==> config.mk <==
export PLATFORM = sky130hd
export DESIGN_NAME = gce_ctrl
export DESIGN_NICKNAME = d
export VERILOG_FILES = /design/src/rtl/gce_pkg.sv /design/src/rtl/gce_ctrl.sv
export VERILOG_INCLUDE_DIRS = /design/src /design/src/rtl
export SDC_FILE = /design/constraint.sdc
export NUM_CORES = 1
export LEC_CHECK = 0
export BUFFER_PORTS_ARGS = -buffer_cell sky130_fd_sc_hd__buf_2
export CAP_MARGIN = 10
export CORE_AREA = 8 8 45 47
export CTS_CLUSTER_DIAMETER = 200
export CTS_CLUSTER_SIZE = 28
export DETAILED_ROUTE_END_ITERATION = 6
export DIE_AREA = 0 0 53 55
export GPL_TIMING_DRIVEN = 0
export SYNTH_ARGS = -nofsm -noshare
export SYNTH_HDL_FRONTEND = slang
export SYNTH_SLANG_ARGS = --single-unit
==> constraint.sdc <==
create_clock -name clk -period 1.2 [get_ports clk]
set_input_delay 0.06 -clock clk [delete_from_list [all_inputs] [get_ports clk]]
set_output_delay 0.06 -clock clk [all_outputs]
set_load 0.005 [all_outputs]
==> src/rtl/grouped_conv2d_engine_unit_macros.svh <==
// Assertion helpers for the convolution engine
`ifndef GROUPED_CONV2D_ENGINE_UNIT_MACROS_SVH
`define GROUPED_CONV2D_ENGINE_UNIT_MACROS_SVH

// Implication checked every cycle outside reset
`define GCE_ASSERT_IMP(lbl, ante, cons) \
  lbl: assert property (@(posedge clk) disable iff (!rst_n) (ante) |-> (cons)) \
    else $error("assertion failed");

// Next-cycle implication checked outside reset
`define GCE_ASSERT_NEXT(lbl, ante, cons) \
  lbl: assert property (@(posedge clk) disable iff (!rst_n) (ante) |=> (cons)) \
    else $error("assertion failed");

`endif

==> src/rtl/gce_pkg.sv <==
`timescale 1ns / 1ps
`default_nettype none
package gce_pkg;
  localparam int MaxChannels = 16;
  localparam int MaxKernel   = 5;
  localparam int MaxDim      = 32;
  localparam int Ksq         = MaxKernel * MaxKernel;
  localparam int WDepth      = MaxChannels * MaxChannels * Ksq;
  localparam int SDepth      = MaxChannels * MaxDim * MaxDim;
  localparam int WAddrW      = $clog2(WDepth);
  localparam int SAddrW      = $clog2(SDepth);

  localparam logic [1:0] OP_WEIGHT  = 2'd0;
  localparam logic [1:0] OP_BIAS    = 2'd1;
  localparam logic [1:0] OP_SAMPLE  = 2'd2;
  localparam logic [1:0] OP_COMPUTE = 2'd3;

  localparam logic [2:0] REG_IN_CH  = 3'd0;
  localparam logic [2:0] REG_OUT_CH = 3'd1;
  localparam logic [2:0] REG_KERNEL = 3'd2;
  localparam logic [2:0] REG_STEP   = 3'd3;
  localparam logic [2:0] REG_PAD    = 3'd4;
  localparam logic [2:0] REG_GROUPS = 3'd5;
  localparam logic [2:0] REG_HEIGHT = 3'd6;
  localparam logic [2:0] REG_WIDTH  = 3'd7;

  typedef struct packed {
    logic [1:0]         op;
    logic [3:0]         out_chan;
    logic [3:0]         in_chan;
    logic [4:0]         row;
    logic [4:0]         col;
    logic signed [15:0] value;
    logic signed [31:0] bias_value;
  } gce_in_t;

  typedef struct packed {
    logic signed [31:0] result;
    logic               saturated;
    logic               bad_index;
  } gce_out_t;

  // controller -> datapath
  typedef struct packed {
    logic load;      // latch item, start setup
    logic setup;     // derive bounds
    logic clear;     // clear accumulator, zero tap counters
    logic issue;     // issue reads for current tap, advance counters
    logic mac;       // accumulate product of data read last cycle
    logic finish;    // add bias and saturate into output register
  } gce_cmd_t;

  // datapath -> controller
  typedef struct packed {
    logic is_compute;
    logic bad;
    logic last_tap;
  } gce_sts_t;
endpackage
`default_nettype wire

==> src/rtl/gce_ctrl.sv <==
`timescale 1ns / 1ps
`default_nettype none
`include "grouped_conv2d_engine_unit_macros.svh"
module gce_ctrl (
  input  wire logic              clk,
  input  wire logic              rst_n,
  input  wire logic              in_valid,
  output logic                   in_stall,
  output logic                   out_valid,
  input  wire logic              out_stall,
  input  wire gce_pkg::gce_sts_t sts,
  output gce_pkg::gce_cmd_t      cmd
);
  import gce_pkg::*;

  typedef enum logic [2:0] {S_IDLE, S_SETUP, S_ISSUE, S_DRAIN1, S_DRAIN2, S_DRAIN3,
                            S_DONE} state_t;
  state_t state_r;
  logic   out_valid_r;
  logic   take;
  logic   fire;

  assign take = in_valid && !in_stall;
  assign in_stall = state_r != S_IDLE;
  assign out_valid = out_valid_r;
  // result register is free once the waiting transfer leaves
  assign fire = state_r == S_DONE && (!out_valid_r || !out_stall);

  always_comb begin
    cmd = '0;
    cmd.load   = take;
    cmd.setup  = state_r == S_SETUP;
    cmd.clear  = state_r == S_SETUP;
    cmd.issue  = state_r == S_ISSUE;
    cmd.mac    = state_r == S_ISSUE || state_r == S_DRAIN1;
    cmd.finish = fire;
  end

  // sequence one item: setup, then for a compute the tap walk, pipeline drain, result
  always_ff @(posedge clk) begin
    if (!rst_n) begin
      state_r <= S_IDLE; out_valid_r <= 1'b0;
    end else begin
      if (fire) out_valid_r <= 1'b1;
      else if (!out_stall) out_valid_r <= 1'b0;
      unique case (state_r)
        S_IDLE:   if (take) state_r <= S_SETUP;
        S_SETUP:  state_r <= !sts.is_compute ? S_IDLE : S_ISSUE;
        S_ISSUE:  if (sts.bad || sts.last_tap) state_r <= S_DRAIN1;
        S_DRAIN1: state_r <= S_DRAIN2;
        S_DRAIN2: state_r <= S_DRAIN3;
        S_DRAIN3: state_r <= S_DONE;
        default:  if (fire) state_r <= S_IDLE;
      endcase
    end
  end

  `GCE_ASSERT_IMP(a_no_take_busy, state_r != S_IDLE, !take)
  `GCE_ASSERT_NEXT(a_done_valid, state_r == S_DONE, out_valid_r)
  `GCE_ASSERT_NEXT(a_valid_hold, out_valid_r && out_stall, out_valid_r)
endmodule
`default_nettype wire

After elaboration in Yosys (flattened, before gate mapping)
Index checks and enable logic that the tools add are counted.

storage, ports and cells
  output and inout bits = 8
  register bits = 4

operators by class
  multiplexer cells = 7
  reductions and logical operators = 12
  eq/ne operators = 9

operators with widths
  cell                  number
  $pmux W3 S6           1
  $eq A3 B3 Y1 const B  3
  $mux W3               3
  $reduce_bool A7 Y1    1
  $eq A3 B2 Y1 const B  2
  $ne A2 B1 Y1 const B  2
  $eq A3 B1 Y1 const B  1
  $logic_not A1 Y1      3
  $logic_not A3 Y1      1
  $logic_or A1 B1 Y1    3
  $reduce_and A3 Y1     1
  $reduce_bool A3 Y1    1
  $logic_and A1 B1 Y1   2
  $mux W1               2
  $mux W2               1
  $ne A2 B2 Y1 const B  1

Longest topological paths before layout
  word-level depth = 5
  mapped depth = 4

Worst setup path before layout
Ideal clock, no wire load.

  kind = reg-to-output
  from = reg state_r[0]
  to = out cmd[5] in the netlist's numbering
  cell stages (with the launch flop) = 5
  setup slack = 168 ps
  arrival = 972 ps
  cells stage by stage = dfxtp_1 buf_6 or3_4 nor2_2 buf_4

on the way
  longest elaborated chain between the ends = 3

ends and longest elaborated chain
  item                    line            RTL
  from (decl)             gce_ctrl.sv:18  state_t state_r;
  from (signal assigned)  gce_ctrl.sv:48  S_SETUP: state_r <= !sts.is_compute ? S_IDLE : S_ISSUE;
  $reduce_bool A3 Y1      gce_ctrl.sv:24  assign in_stall = state_r != S_IDLE;
  via in_stall            gce_ctrl.sv:8   output logic in_stall,
  $logic_not A1 Y1        gce_ctrl.sv:23  assign take = in_valid && !in_stall;
  $logic_and A1 B1 Y1     gce_ctrl.sv:23
  to (decl)               gce_ctrl.sv:12  output gce_pkg::gce_cmd_t cmd

The timed path passes the listed nets, and every way through them passes these cells.

Worst setup path in the final report
  from = reg state_r[2]
  to = out cmd[5] in the netlist's numbering

on the way
  longest elaborated chain between the ends = 3

ends and longest elaborated chain
  item                 line
  $reduce_bool A3 Y1   gce_ctrl.sv:24
  $logic_not A1 Y1     gce_ctrl.sv:23
  $logic_and A1 B1 Y1  gce_ctrl.sv:23

Every way passes these cells.

==> implementation parameters <==
Parameter                              Value

Yosys
  Share of async-settable or async-resettable flops after synthesis ... 0%
  Netlist area before placement ... 277.8 um^2
  Post-synth top cells ... sky130_fd_sc_hd__buf_4, sky130_fd_sc_hd__dfxtp_1, sky130_fd_sc_hd__inv_1
  Area fraction of the dominant cell type after synthesis ... 28.83%
  Warnings from Yosys ... 0
  Post-synthesis area per instance ... 8.417 um^2
  Number of flops mapped to enable cells by yosys ... 0
  Number of distinct library cell variants in the gate-level netlist after synthesis ... 22
  Net Count, Synth ... 40
  Leading cell types by total area after synthesis ... sky130_fd_sc_hd__dfxtp_1, sky130_fd_sc_hd__buf_4, sky130_fd_sc_hd__a21boi_0
  Flop and latch count out of synthesis ... 4
  Share of synthesized area occupied by flip-flops and latches ... 28.83%
  Commonest register cell after synthesis ... sky130_fd_sc_hd__dfxtp_1
  Count of mapped cells out of synthesis ... 33
  Biggest area consumer among synthesized cells ... sky130_fd_sc_hd__dfxtp_1

Final layout
  Number of inserted filler cells in the final layout ... 145
  Share of layout cells above drive strength 1 ... 60.00%
  Final Instance Area ... 424.2 um^2
  Area delta synth->final ... 52.70%
  Diodes inserted ... 0
  Layout Utilization ... 30.65%
  Non-Filler Instances ... 66
  NumNets Final ... 59

Place
  Placed instance count ... 63
  Cell area after placement ... 367.9 um^2
  GPL Wtd Cong ... 0.6719
  DP HPWL ... 500.8 um
  I/O Buffers ... 14
  Pre-CTS WS ... 67.44 ps

Die
  Initial cell density of the core ... 20.07%
  Area enclosed by the die boundary ... 0.002915 mm^2
  Site row count ... 14
  I/O pins ... 15
  Horizontal extent of the die ... 53 um
  Std-Cell Core Area ... 0.001384 mm^2
  Die Span Y ... 55 um

STA
  Final clock skew ... 2.463 ps
  Max Clk Rate ... 0.8353 GHz
  Final critical-path share of the clock period ... 99.77%
  Max Transition Viols Final ... 0
  Setup repair after global routing missed its margin ... true
  Transition time of the tightest slew-check pin ... 147.4 ps
  Final setup violation count ... 0
  Final worst-path setup slack ... 2.818 ps
  Final hold violations ... 0
  Final critical delay including setup and external delays ... 1197 ps
  Tightest slew margin relative to the limit ... 90.07%

GRT
  GR Overflow Total ... 0
  Initial antenna violation count ... 0
  Vias in the first global route ... 274
  Wire length of the first global-routing pass ... 1124 um
  Aggregate global-route resource usage ... 5.571%
  Pin count of the biggest net entering global routing ... 11

Routing
  Via/cell ratio ... 4.121
  First-pass iteration count of the detailed router ... 3
  Number of vias after detailed routing ... 272
  Routed WL ... 678 um
  Final ANT Viol Nets ... 0
  Violation count after the first detailed-route iteration ... 5
  Post-detailed-route DRC marker count ... 0
  Post-detailed-route wirelength per cell ... 10.27 um

Clocking
  Reg clk slew, reported paths ... 30 ps
  Post-cts hold buffer count ... 0
  H-Tree Level Count ... 1
  Clock tree from TritonCTS ... yes
  Clock buffers created by TritonCTS ... 3
  Clock net sink count ... 4
  Clock Tree Buf Depth ... 2
  Clock latency of the later-clocked register in the worst-skew pair ... 240 ps
  Root Buffer Master ... sky130_fd_sc_hd__clkbuf_4

Pwr
  Worst-case vdd ir drop ... 0.0004657 V
  Leakage Power ... 0.2053 nW
  Areal power density over the cells ... 1022 mW/mm^2
  Overall Power ... 0.0004337 W

Status
  Run status ... finished clean

Job
  Count of maximum capacitance violations ... 0

Worst setup path
  Type of the setup path with the least slack ... reg -> out
  CP Data Arrival Time ... 1140 ps
  Worst path max stage delay ... 390 ps
  CP Max Fanout ... 2
  Critical Path, Cell by Cell ... or3_4, nor2_4, buf_6
  Critical path data required time ... 1140 ps
  Critical path startpoint category ... register
  Cell type of the slowest stage on the worst timing path ... sky130_fd_sc_hd__or3_4
  Worst Setup End Kind ... primary output

Hold path
  Path category of the worst min-delay check ... in -> reg
==> worst paths after layout <==
path / startpoint / endpoint / slack, ps / cells past startpoint
setup reg to reg: state_r[0] / state_r[0] / 150 / 4
hold / removal: rst_n / state_r[2] / 110 / 2
hold reg to reg: out_valid / out_valid / 560 / 2
setup / recovery: state_r[2] / cmd[5] / 3 / 3
==> through the flow <==
step	hold WS [ps]	TNS (ps)
after detailed placement	364.9	0
after CTS	106.6	-40.56
after global placement	358.3	0
final	113.1	0
after global routing	106.5	-96.53
after floorplan	213.1	0
==> critical path, delay by kind of cell (launching register included) <==
family | cells | cell delay, ps
and+or+nand+nor | 2 | 480
DFF | 1 | 330
buffers and inverters | 1 | 90
==> power by group <==
part / internal (W) / total, W / leakage (nW) / switching [W]
combinational: 0.0000745 / 0.000118 / 0.157 / 0.0000440
clock: 0.000112 / 0.000168 / 0.0138 / 0.0000562
sequential: 0.000138 / 0.000147 / 0.0347 / 0.00000895
total: 0.000324 / 0.000434 / 0.205 / 0.000109
==> final cells by class <==
| cell class | instances | area [um^2] | area share [%] |
|---|---|---|---|
| inverters | 3 | 11.26 | 2.655 |
| well taps | 16 | 20.02 | 4.720 |
| clock buffers | 3 | 22.52 | 5.310 |
| multi-input cells | 21 | 161.4 | 38.05 |
| repair buffers | 19 | 117.6 | 27.73 |
| flip-flops and latches | 4 | 91.34 | 21.53 |
==> placed cells by master (no fill, tap or decap), drive strengths merged <==
cell type	synthesis	final
xnor2	1	1
nand2	2	2
nor3b	1	1
a21boi	3	3
o21ai	1	1
a211o	1	1
buf	5	19
clkbuf	0	3
nand2b	1	1
dfxtp	4	4
o22ai	1	1
a21bo	1	1
and2b	1	1
inv	3	3
nor2b	1	1
nand3b	1	1
a32o	1	1
nor2	3	3
or3	1	1
a21oi	1	1
==> kinds of logic (layout without fill, tap and decap cells) <==
kind of cell	Yosys count	in the layout	share of synthesized area [%]
xor+xnor	1	1	3.154
compound gates	9	9	24.32
flops	4	4	28.83
simple gates	11	11	24.78
buf+inv	8	25	18.92
==> registers in the layout, indices dropped and copies added (netlist names) <==
register and flops:
state_r 3, out_valid 1
==> per-layer routing <==
layer,GRT usage [%],part of all wire (%),vias to the layer above
met5,0,0,-
met4,1.293,0,0
met3,6.684,16,0
met2,8.398,47,10
met1,4.704,36,118
li1,-,-,144
==> timing repair <==
item / 4_1_cts / 5_1_grt
setup buffers: 4 / 1
gates resized for setup: 9 / 2
endpoints found under the hold margin: 0 / 0
cloned: 0 / 0
pin swaps: 2 / 2
endpoints found under the setup margin: 4 / 5
Power figures use the tool's default switching activity.
